==> src/rtl/escseq_pkg.sv <==
`default_nettype none
// ----------------------------------------------------------------------------
// escseq_pkg
// Shared types and constants for the control-sequence capture block.
// ----------------------------------------------------------------------------
package escseq_pkg;

  typedef enum logic [1:0] {
    OP_ARM  = 2'd0,
    OP_BYTE = 2'd1,
    OP_POP  = 2'd2
  } op_t;

  typedef enum logic [1:0] {
    PH_IDLE    = 2'd0,
    PH_WAIT    = 2'd1,
    PH_COLLECT = 2'd2
  } phase_t;

  typedef enum logic [2:0] {
    S_IDLE,
    S_POP_OUT,
    S_EMIT_OUT,
    S_END_OUT,
    S_FLUSH
  } state_t;

  localparam logic       KIND_POP       = 1'b0;
  localparam logic       KIND_SEQ       = 1'b1;
  localparam logic [7:0] BEGIN_MARK_RST = 8'h9B;

endpackage
`default_nettype wire

==> src/rtl/escape_sequence_capture_with_typeahead.sv <==
`default_nettype none
// ----------------------------------------------------------------------------
// escape_sequence_capture_with_typeahead
// Console byte stream splitter: plain bytes go to a type-ahead ring FIFO,
// an armed control sequence is collected and emitted as one burst of items.
// ----------------------------------------------------------------------------
//
//  channel  dir  handshake            payload
//  -------  ---  -------------------  -----------------------------------------
//  in_      in   in_valid/in_ready    op, data, term_byte
//  out_     out  out_valid/out_ready  kind, byte_out, last, fifo_was_empty,
//                                     seq_overflow
//  cfg_     in   cfg_wr_en (no wait)  wr_data -> begin mark
//
//  Arm, typed byte and sequence store finish in the idle state; a pop does one
//  FIFO RAM read. An end mark emits the stored sequence bytes, then the end
//  mark; a repeated begin mark flushes them to the FIFO. The sequence RAM gives
//  one byte per cycle while the output is not stalled; an output stall holds
//  the sequencer in its output state; in_ready is high only while idle. Reset
//  clears pointers, counters and phase; undefined RAM data is never output.
// ----------------------------------------------------------------------------
module escape_sequence_capture_with_typeahead #(
  parameter int FIFO_DEPTH = 64,
  parameter int SEQ_DEPTH  = 32
) (
  input  wire logic       clk,
  input  wire logic       rst_n,
  // input items
  input  wire logic       in_valid,
  output logic            in_ready,
  input  wire logic [1:0] in_op,
  input  wire logic [7:0] in_data,
  input  wire logic [7:0] in_term_byte,
  // result items
  output logic            out_valid,
  input  wire logic       out_ready,
  output logic            out_kind,
  output logic      [7:0] out_byte_out,
  output logic            out_last,
  output logic            out_fifo_was_empty,
  output logic            out_seq_overflow,
  // begin-mark register
  input  wire logic       cfg_wr_en,
  input  wire logic [7:0] cfg_wr_data
);
  import escseq_pkg::*;

  localparam int FAW = $clog2(FIFO_DEPTH);
  localparam int FCW = $clog2(FIFO_DEPTH + 1);
  localparam int SAW = $clog2(SEQ_DEPTH);
  localparam int SLW = $clog2(SEQ_DEPTH + 1);

  // Sequencer and architectural state
  state_t         state_r, state_nxt;
  phase_t         phase_r, phase_nxt;
  logic [FAW-1:0] fifo_head_r, fifo_head_nxt;
  logic [FCW-1:0] fifo_count_r, fifo_count_nxt;
  logic [SLW-1:0] seq_len_r, seq_len_nxt;
  logic [SLW-1:0] idx_r, idx_nxt;
  logic [7:0]     wanted_end_r, wanted_end_nxt;
  logic           ovf_r, ovf_nxt;
  logic [7:0]     begin_mark_r;

  // Output register
  logic       out_valid_r;
  logic       out_kind_r, out_last_r, out_empty_r, out_ovf_r;
  logic [7:0] out_byte_r;
  logic       out_load;
  logic       o_kind, o_last, o_empty, o_ovf;
  logic [7:0] o_byte;
  logic       slot_free;

  // RAM and pointer unit hookups
  logic           push_en;
  logic [7:0]     push_data;
  logic           fifo_we, fifo_re;
  logic [FAW-1:0] fifo_waddr;
  logic [7:0]     fifo_rdata;
  logic           seq_we, seq_re;
  logic [SAW-1:0] seq_waddr, seq_raddr;
  logic [7:0]     seq_wdata, seq_rdata;
  logic           adv_one;
  logic [FCW-1:0] ptr_offs;
  logic [FAW-1:0] ptr_sum;
  logic [SLW-1:0] idx_inc;
  logic           fifo_full;

  assign in_ready  = (state_r == S_IDLE);
  assign slot_free = !out_valid_r || out_ready;
  assign idx_inc   = idx_r + 1'b1;
  assign fifo_full = (fifo_count_r >= FCW'(FIFO_DEPTH));

  // One adder serves both the push address (head + count) and the pop advance.
  assign ptr_offs = adv_one ? FCW'(1) : fifo_count_r;

  escseq_wrap_add #(
    .DEPTH (FIFO_DEPTH)
  ) u_ptr (
    .base (fifo_head_r),
    .offs (ptr_offs),
    .sum  (ptr_sum)
  );

  // Drop pushes into a full FIFO.
  assign fifo_we    = push_en && !fifo_full;
  assign fifo_waddr = ptr_sum;

  escseq_ram #(
    .WIDTH (8),
    .DEPTH (FIFO_DEPTH)
  ) u_fifo_ram (
    .clk   (clk),
    .we    (fifo_we),
    .waddr (fifo_waddr),
    .wdata (push_data),
    .re    (fifo_re),
    .raddr (fifo_head_r),
    .rdata (fifo_rdata)
  );

  escseq_ram #(
    .WIDTH (8),
    .DEPTH (SEQ_DEPTH)
  ) u_seq_ram (
    .clk   (clk),
    .we    (seq_we),
    .waddr (seq_waddr),
    .wdata (seq_wdata),
    .re    (seq_re),
    .raddr (seq_raddr),
    .rdata (seq_rdata)
  );

  // --------------------------------------------------------------------------
  // Sequencer: next state and datapath controls
  // --------------------------------------------------------------------------
  always_comb begin
    state_nxt      = state_r;
    phase_nxt      = phase_r;
    fifo_head_nxt  = fifo_head_r;
    fifo_count_nxt = fifo_count_r;
    seq_len_nxt    = seq_len_r;
    idx_nxt        = idx_r;
    wanted_end_nxt = wanted_end_r;
    ovf_nxt        = ovf_r;
    out_load       = 1'b0;
    o_kind         = KIND_SEQ;
    o_byte         = 8'd0;
    o_last         = 1'b0;
    o_empty        = 1'b0;
    o_ovf          = 1'b0;
    push_en        = 1'b0;
    push_data      = in_data;
    seq_we         = 1'b0;
    seq_waddr      = seq_len_r[SAW-1:0];
    seq_wdata      = in_data;
    seq_re         = 1'b0;
    seq_raddr      = idx_r[SAW-1:0];
    fifo_re        = 1'b0;
    adv_one        = 1'b0;

    case (state_r)
      S_IDLE: begin
        if (in_valid) begin
          case (in_op)
            OP_ARM: begin
              // Arming discards any partial sequence.
              wanted_end_nxt = in_term_byte;
              phase_nxt      = PH_WAIT;
              seq_len_nxt    = '0;
              ovf_nxt        = 1'b0;
            end
            OP_BYTE: begin
              case (phase_r)
                PH_WAIT: begin
                  if (in_data == begin_mark_r) begin
                    phase_nxt   = PH_COLLECT;
                    seq_len_nxt = '0;
                    ovf_nxt     = 1'b0;
                  end else begin
                    push_en = 1'b1;
                    if (!fifo_full) begin
                      fifo_count_nxt = fifo_count_r + 1'b1;
                    end
                  end
                end
                PH_COLLECT: begin
                  if (in_data == wanted_end_r) begin
                    // End mark wins over begin mark when both match.
                    idx_nxt   = '0;
                    seq_raddr = '0;
                    if (seq_len_r == '0) begin
                      state_nxt = S_END_OUT;
                    end else begin
                      seq_re    = 1'b1;
                      state_nxt = S_EMIT_OUT;
                    end
                  end else if (in_data == begin_mark_r) begin
                    // Repeated begin: flush the partial sequence to the FIFO.
                    idx_nxt   = '0;
                    seq_raddr = '0;
                    if (seq_len_r == '0) begin
                      ovf_nxt = 1'b0;
                    end else begin
                      seq_re    = 1'b1;
                      state_nxt = S_FLUSH;
                    end
                  end else if (seq_len_r < SLW'(SEQ_DEPTH)) begin
                    seq_we      = 1'b1;
                    seq_len_nxt = seq_len_r + 1'b1;
                  end else begin
                    ovf_nxt = 1'b1;
                  end
                end
                default: begin
                  push_en = 1'b1;
                  if (!fifo_full) begin
                    fifo_count_nxt = fifo_count_r + 1'b1;
                  end
                end
              endcase
            end
            OP_POP: begin
              fifo_re   = 1'b1;
              state_nxt = S_POP_OUT;
            end
            default: ;
          endcase
        end
      end

      S_POP_OUT: begin
        adv_one = 1'b1;
        if (slot_free) begin
          out_load = 1'b1;
          o_kind   = KIND_POP;
          o_last   = 1'b1;
          if (fifo_count_r == '0) begin
            o_empty = 1'b1;
          end else begin
            o_byte         = fifo_rdata;
            fifo_head_nxt  = ptr_sum;
            fifo_count_nxt = fifo_count_r - 1'b1;
          end
          state_nxt = S_IDLE;
        end
      end

      S_EMIT_OUT: begin
        if (slot_free) begin
          out_load = 1'b1;
          o_byte   = seq_rdata;
          o_ovf    = ovf_r;
          idx_nxt  = idx_inc;
          if (idx_inc == seq_len_r) begin
            state_nxt = S_END_OUT;
          end else begin
            seq_re    = 1'b1;
            seq_raddr = idx_inc[SAW-1:0];
          end
        end
      end

      S_END_OUT: begin
        if (slot_free) begin
          out_load    = 1'b1;
          o_byte      = wanted_end_r;
          o_last      = 1'b1;
          o_ovf       = ovf_r;
          phase_nxt   = PH_IDLE;
          seq_len_nxt = '0;
          ovf_nxt     = 1'b0;
          state_nxt   = S_IDLE;
        end
      end

      S_FLUSH: begin
        push_en   = 1'b1;
        push_data = seq_rdata;
        if (!fifo_full) begin
          fifo_count_nxt = fifo_count_r + 1'b1;
        end
        idx_nxt = idx_inc;
        if (idx_inc == seq_len_r) begin
          seq_len_nxt = '0;
          ovf_nxt     = 1'b0;
          state_nxt   = S_IDLE;
        end else begin
          seq_re    = 1'b1;
          seq_raddr = idx_inc[SAW-1:0];
        end
      end

      default: begin
        state_nxt = S_IDLE;
      end
    endcase
  end

  // --------------------------------------------------------------------------
  // Registers
  // --------------------------------------------------------------------------
  always_ff @(posedge clk) begin
    if (!rst_n) begin
      state_r      <= S_IDLE;
      phase_r      <= PH_IDLE;
      fifo_head_r  <= '0;
      fifo_count_r <= '0;
      seq_len_r    <= '0;
      idx_r        <= '0;
      wanted_end_r <= '0;
      ovf_r        <= 1'b0;
      out_valid_r  <= 1'b0;
      begin_mark_r <= BEGIN_MARK_RST;
    end else begin
      state_r      <= state_nxt;
      phase_r      <= phase_nxt;
      fifo_head_r  <= fifo_head_nxt;
      fifo_count_r <= fifo_count_nxt;
      seq_len_r    <= seq_len_nxt;
      idx_r        <= idx_nxt;
      wanted_end_r <= wanted_end_nxt;
      ovf_r        <= ovf_nxt;
      if (out_load) begin
        out_valid_r <= 1'b1;
      end else if (out_ready) begin
        out_valid_r <= 1'b0;
      end
      if (cfg_wr_en) begin
        begin_mark_r <= cfg_wr_data;
      end
    end
  end

  // Output payload: load only when a new item is produced.
  always_ff @(posedge clk) begin
    if (out_load) begin
      out_kind_r  <= o_kind;
      out_byte_r  <= o_byte;
      out_last_r  <= o_last;
      out_empty_r <= o_empty;
      out_ovf_r   <= o_ovf;
    end
  end

  assign out_valid          = out_valid_r;
  assign out_kind           = out_kind_r;
  assign out_byte_out       = out_byte_r;
  assign out_last           = out_last_r;
  assign out_fifo_was_empty = out_empty_r;
  assign out_seq_overflow   = out_ovf_r;

  // --------------------------------------------------------------------------
  // Assertions
  // --------------------------------------------------------------------------
  a_fifo_count_bound: assert property (@(posedge clk) disable iff (!rst_n)
    fifo_count_r <= FCW'(FIFO_DEPTH))
    else $error("type-ahead count beyond FIFO depth");

  a_seq_len_bound: assert property (@(posedge clk) disable iff (!rst_n)
    seq_len_r <= SLW'(SEQ_DEPTH))
    else $error("sequence length beyond store depth");

  a_empty_pop_zero: assert property (@(posedge clk) disable iff (!rst_n)
    (out_valid && out_fifo_was_empty) |-> (out_byte_out == 8'd0 &&
      out_kind == KIND_POP && out_last && !out_seq_overflow))
    else $error("empty pop result carries data");

  a_pop_decrements: assert property (@(posedge clk) disable iff (!rst_n)
    (state_r == S_POP_OUT && out_load && fifo_count_r != '0) |=>
      (fifo_count_r == $past(fifo_count_r) - 1'b1))
    else $error("pop did not consume one FIFO entry");

endmodule
`default_nettype wire

==> src/rtl/escseq_ram.sv <==
`default_nettype none
// ----------------------------------------------------------------------------
// escseq_ram
// Generic single-write, single-read RAM with registered read data.
// ----------------------------------------------------------------------------
module escseq_ram #(
  parameter int WIDTH = 8,
  parameter int DEPTH = 64,
  parameter int AW    = $clog2(DEPTH)
) (
  input  wire logic             clk,
  input  wire logic             we,
  input  wire logic [AW-1:0]    waddr,
  input  wire logic [WIDTH-1:0] wdata,
  input  wire logic             re,
  input  wire logic [AW-1:0]    raddr,
  output logic      [WIDTH-1:0] rdata
);

  logic [WIDTH-1:0] mem [DEPTH];
  logic [WIDTH-1:0] rdata_r;

  always_ff @(posedge clk) begin
    if (we) begin
      mem[waddr] <= wdata;
    end
    if (re) begin
      rdata_r <= mem[raddr];
    end
  end

  assign rdata = rdata_r;

endmodule
`default_nettype wire

==> src/rtl/escseq_wrap_add.sv <==
`default_nettype none
// ----------------------------------------------------------------------------
// escseq_wrap_add
// Ring pointer adder: base plus offset, wrapped modulo DEPTH.
// ----------------------------------------------------------------------------
module escseq_wrap_add #(
  parameter int DEPTH = 64,
  parameter int AW    = $clog2(DEPTH),
  parameter int CW    = $clog2(DEPTH + 1)
) (
  input  wire logic [AW-1:0] base,
  input  wire logic [CW-1:0] offs,
  output logic      [AW-1:0] sum
);

  logic [CW:0] raw;
  logic [CW:0] wrapped;

  // Base is below DEPTH and the offset at most DEPTH, so the raw sum stays
  // below twice DEPTH and one compare and subtract is enough.
  always_comb begin
    raw     = (CW+1)'(base) + (CW+1)'(offs);
    wrapped = (raw >= (CW+1)'(DEPTH)) ? raw - (CW+1)'(DEPTH) : raw;
    sum     = wrapped[AW-1:0];
  end

endmodule
`default_nettype wire
==> config.mk <==
export PLATFORM = sky130hd
export DESIGN_NAME = escape_sequence_capture_with_typeahead
export DESIGN_NICKNAME = d
export VERILOG_FILES = /design/src/rtl/escseq_pkg.sv /design/src/rtl/escape_sequence_capture_with_typeahead.sv /design/src/rtl/escseq_ram.sv /design/src/rtl/escseq_wrap_add.sv
export SDC_FILE = /design/constraint.sdc
export NUM_CORES = 1
export LEC_CHECK = 0
export ABC_AREA = 1
export BUFFER_PORTS_ARGS = -buffer_cell sky130_fd_sc_hd__buf_2
export CAP_MARGIN = 20
export CORE_MARGIN = 5
export CORE_UTILIZATION = 57
export CTS_BUF_LIST = sky130_fd_sc_hd__clkbuf_16
export DETAILED_ROUTE_END_ITERATION = 10
export PLACE_DENSITY = 0.79
export RECOVER_POWER = 100
export SYNTH_ARGS = -nofsm -noshare
export SYNTH_HDL_FRONTEND = slang
export SYNTH_SLANG_ARGS = --single-unit
==> constraint.sdc <==
create_clock -name clk -period 4 [get_ports clk]
set_input_delay 0 -clock clk [delete_from_list [all_inputs] [get_ports clk]]
set_output_delay 0 -clock clk [all_outputs]
set_load 0.01 [all_outputs]
==> flow_metrics.py <==
metrics = {
    "timing": {
        "setup_viol_count_final": 30,
        "finalClockSkew_ns": 0.0497,
        "timing.fmax_mhz": 242,
        "finalCritPeriodShare_pct": 103,
        "grt_setup_unrepaired": "true",
        "hold_viol_final": 0,
        "slew_headroom_pct": -70.2,
        "drv_slew": 759,
        "period_needed_ns": 4.13,
        "post-route-worst-setup-slack_ns": -0.132,
        "max_slew.worst_pin.slew_ns": 2.54,
        "timing.hold.ws_ns": 0.270,
    },
    "final_layout": {
        "final_layout_size_suffix_gt1_share_pct": 8.36,
        "area_delta_synth_final_pct": 12.8,
        "final_nets": 3372,
        "insertedDiodeCount": 0,
        "finalCoreUtilization_pct": 64.7,
    },
    "setup_path": {
        "critical_path_peak_fanout": 27,
        "end_kind": "register",
        "r2r-end": "u_fifo_ram.mem[35][1]",
        "setup.worst_path.start_class": "register",
        "r2r-start": "state_r[1]",
        "timing.critical_path.max_delay_family": "compound AO/OA/AOI/OAI gates",
        "timing.reg2reg.setup_slack_ns": -0.13,
        "arrival_worst_endpoint_ns": 4.49,
        "slowest_delay_ns": 2.02,
        "crit_chain": "nor2_4, inv_1, nor2_1, clkbuf_1, o21ai_1, clkbuf_4",
        "critical_path_class": "reg -> reg",
        "critical-path-slowest-cell": "sky130_fd_sc_hd__o21ai_1",
        "worst_ep_required_time_ns": 4.36,
        "critical_path_buf_inv_count": 3,
        "worst-r2r-cell-count": 6,
    },
    "grt": {
        "gr-usage-all-layers_pct": 27.9,
        "grt_antenna_before_repair": 0,
        "globalRouteOverflowTotal": 0,
        "grt_pass1_vias": 24300,
        "grt_first_pass_wirelength_um": 146000,
        "grt_start_max_net_pins": 210,
    },
    "synth": {
        "synth_seq_area_share_pct": 69.1,
        "synth_cells": 3208,
        "synth-edff-count": 796,
        "summed_instance_area_of_the_synthesized_netlist_um2": 36000,
        "synthArstFlopShare_pct": 0,
        "yosys_register_bits": 844,
        "synth-warning-count": 0,
        "postSynthNetCount": 3261,
        "ys.flop_type": "sky130_fd_sc_hd__edfxtp_1",
        "yosysUniqueCellTypes": 46,
        "avg_synthesized_cell_area_um2": 11.2,
    },
    "clock_tree": {
        "cts.root.buffer_cell": "sky130_fd_sc_hd__clkbuf_16",
        "clock_tree.htree_level_count": 3,
        "clock_insertion_delay_worst_skew_ns": 0.65,
        "cts_buffers": 84,
        "tritoncts": "done",
        "clock-sinks": 844,
        "cts_max_path_buffers": 3,
        "clkSlewWorstSetupHoldPaths_ns": 0.06,
    },
    "die": {
        "die_extent_in_x_um": 261,
        "placement_rows": 92,
        "initial_utilization_pct": 57.3,
        "ios": 45,
        "dieHeight_um": 261,
        "coreArea_um2": 62700,
        "fp.dieArea_um2": 68200,
    },
    "placed_design": {
        "port_buffers": 44,
        "routabilityCongestion": 0.930,
        "dpl_worst_slack_ns": 0.132,
        "hpwl_after_detailed_placement_um": 57400,
    },
    "drt": {
        "maxUsedRoutingLayer": "met4",
        "met2_wirelength_um": 44100,
        "num_vias": 25900,
        "firstDrtPassIters": 7,
        "avgRoutedWirePerCell_um": 22.8,
        "remaining_drc_errors": 0,
        "route.final.wire_length_um": 96300,
        "met3WireLength_um": 11500,
        "drt_iter0_markers": 3972,
        "route.layer.met1.wl_um": 36800,
        "routed_antenna_nets": 0,
        "viasPerCell": 6.12,
    },
    "power_and_ir_drop": {
        "ir_drop_v": 0.000400,
        "p_leak_nw": 14.6,
        "cellPowerDensity_nw_per_um2": 608,
    },
    "min_path": {
        "hold_path.class": "in -> reg",
        "worst_hold_path_cell_count": 3,
        "holdPathEnd": "begin_mark_r[4]",
        "timing.hold.worst.start": "cfg_wr_en",
    },
    "status": {
        "run_status": "finished with violations",
        "failed_checks": "capacitance limit, slew limit, setup timing",
    },
    "flow_run": {
        "max_cap_violations": 19,
    },
}
[flip-flops by register name (all words and copies together) (netlist names)]
name,flops
u_fifo_ram.mem,512
u_seq_ram.mem,256
begin_mark_r,8
out_byte_out,8
u_fifo_ram.rdata,8
u_seq_ram.rdata,8
wanted_end_r,8
fifo_count_r,7
fifo_head_r,6
idx_r,6
seq_len_r,6
state_r,3
phase_r,2
out_fifo_was_empty,1
out_kind,1
out_last,1
out_seq_overflow,1
out_valid,1
ovf_r,1
[routing by layer]
metal | track usage, % | up-vias
li1 | - | 11600
met1 | 39.1 | 12300
met2 | 42.9 | 1770
met3 | 6.32 | 249
met4 | 11.4 | 0
met5 | 0 | -
[area by class of cell]
| cell class | count | area [um2] |
|---|---|---|
| Clock buffer | 84 | 2100 |
| Clock inverter | 68 | 566 |
| Fill cell | 4499 | 22200 |
| Inverter | 240 | 906 |
| Multi-Input combinational cell | 1939 | 9450 |
| Sequential cell | 844 | 24900 |
| Tap cell | 846 | 1060 |
| Timing Repair Buffer | 210 | 1600 |
[what timing repair did]
action,in CTS,in global routing
setup buffers,0,3
hold endpoints to repair,111,0
resized for setup,0,17
hold buffers,51,0
setup endpoints to repair,0,504
[synthesized netlist by cell type (4+ instances only)]
library cell / instances / area [um2]
sky130_fd_sc_hd__o211ai_1: 15 / 113
sky130_fd_sc_hd__nand3b_1: 40 / 300
sky130_fd_sc_hd__edfxtp_1: 796 / 23900
sky130_fd_sc_hd__inv_2: 9 / 33.8
sky130_fd_sc_hd__inv_1: 231 / 867
sky130_fd_sc_hd__nor2_1: 495 / 1860
sky130_fd_sc_hd__nand3_1: 314 / 1570
sky130_fd_sc_hd__buf_6: 4 / 45.0
sky130_fd_sc_hd__dfxtp_1: 48 / 961
sky130_fd_sc_hd__a22oi_1: 4 / 30.0
sky130_fd_sc_hd__o31ai_1: 4 / 30.0
sky130_fd_sc_hd__o22ai_1: 139 / 870
sky130_fd_sc_hd__a21oi_1: 45 / 225
sky130_fd_sc_hd__o21ai_1: 4 / 20.0
sky130_fd_sc_hd__nor3_1: 12 / 60.1
sky130_fd_sc_hd__xor2_1: 5 / 43.8
sky130_fd_sc_hd__xnor2_1: 13 / 114
sky130_fd_sc_hd__o221ai_1: 18 / 158
sky130_fd_sc_hd__buf_2: 24 / 120
sky130_fd_sc_hd__clkbuf_1: 135 / 507
sky130_fd_sc_hd__ha_1: 20 / 250
sky130_fd_sc_hd__buf_4: 21 / 158
sky130_fd_sc_hd__o21ai_0: 367 / 1840
sky130_fd_sc_hd__nand2_1: 399 / 1500
sky130_fd_sc_hd__nand2_2: 5 / 31.3
sky130_fd_sc_hd__o311ai_0: 5 / 43.8
[tightest hold or removal path: stages]
cell                            delay (ns)
sky130_fd_sc_hd__buf_2                0.17
sky130_fd_sc_hd__o21ai_0              0.17
sky130_fd_sc_hd__dlygate4sd3_1        0.54
[cell families after synthesis]
kind of cell	count (synthesis)	share of synthesized area, %
AOI/OAI and AO/OA	619	9.70
xor gates and xnor gates	18	0.438
adders and majority gates	22	0.807
buffers and inverters	425	4.82
DFF	844	69.1
and+or+nand+nor	1280	15.1
[placed cells by master, fill, tap and decap left out, types with 6 or more instances in the layout]
master | synthesis | final
sky130_fd_sc_hd__buf_12 | 0 | 9
sky130_fd_sc_hd__o21ai_0 | 367 | 362
sky130_fd_sc_hd__clkinv_2 | 0 | 14
sky130_fd_sc_hd__ha_1 | 20 | 20
sky130_fd_sc_hd__dlygate4sd3_1 | 0 | 51
sky130_fd_sc_hd__nor2_1 | 495 | 487
sky130_fd_sc_hd__bufinv_16 | 0 | 6
sky130_fd_sc_hd__nand3b_1 | 40 | 40
sky130_fd_sc_hd__o211ai_1 | 15 | 15
sky130_fd_sc_hd__o221ai_1 | 18 | 18
sky130_fd_sc_hd__o22ai_1 | 139 | 139
sky130_fd_sc_hd__clkbuf_1 | 135 | 37
sky130_fd_sc_hd__xnor2_1 | 13 | 13
sky130_fd_sc_hd__nor3_1 | 12 | 12
sky130_fd_sc_hd__dfxtp_1 | 48 | 45
sky130_fd_sc_hd__clkbuf_2 | 0 | 10
sky130_fd_sc_hd__buf_4 | 21 | 77
sky130_fd_sc_hd__a21oi_1 | 45 | 45
sky130_fd_sc_hd__nor2_2 | 3 | 11
sky130_fd_sc_hd__clkbuf_16 | 0 | 84
sky130_fd_sc_hd__nand2_1 | 399 | 397
sky130_fd_sc_hd__clkinv_1 | 0 | 20
sky130_fd_sc_hd__nand3_1 | 314 | 315
sky130_fd_sc_hd__buf_2 | 24 | 23
sky130_fd_sc_hd__edfxtp_1 | 796 | 796
sky130_fd_sc_hd__inv_2 | 9 | 7
sky130_fd_sc_hd__inv_1 | 231 | 245
[where the power goes]
part / switching (mW) / internal [mW] / total, mW
Combinational: 4.68 / 1.58 / 6.26
Sequential: 0.159 / 10.6 / 10.8
Clock: 3.39 / 4.25 / 7.65
Total: 8.23 / 16.4 / 24.7
[stage by stage]
step                cell area (um2)  setup TNS [ns]  cells  power, mW
CTS                           40700               0   4228       24.6
global route                  40600          -40.90   4231       25.6
global placement              37500               0   4024       16.9
finish                        40600           -2.43   4231       24.7
detailed placement            37500               0   4025       17.0
floorplan                     36000          -14.44   3208       14.8
[worst max path at each step]
stage / startpoint / end / depth (start not counted) / slack [ns]
2_1_floorplan: state_r[0] / u_fifo_ram.mem[0][2] / 5 / -0.08
3_3_place_gp: state_r[0] / u_fifo_ram.mem[10][2] / 22 / 0.21
3_5_place_dp: state_r[0] / u_fifo_ram.mem[8][1] / 22 / 0.13
4_1_cts: state_r[0] / u_fifo_ram.mem[10][3] / 22 / 0.06
5_1_grt: state_r[0] / u_fifo_ram.mem[52][3] / 21 / -0.18
6_report: state_r[1] / u_fifo_ram.mem[35][1] / 6 / -0.13
Power figures use the tool's default switching activity.
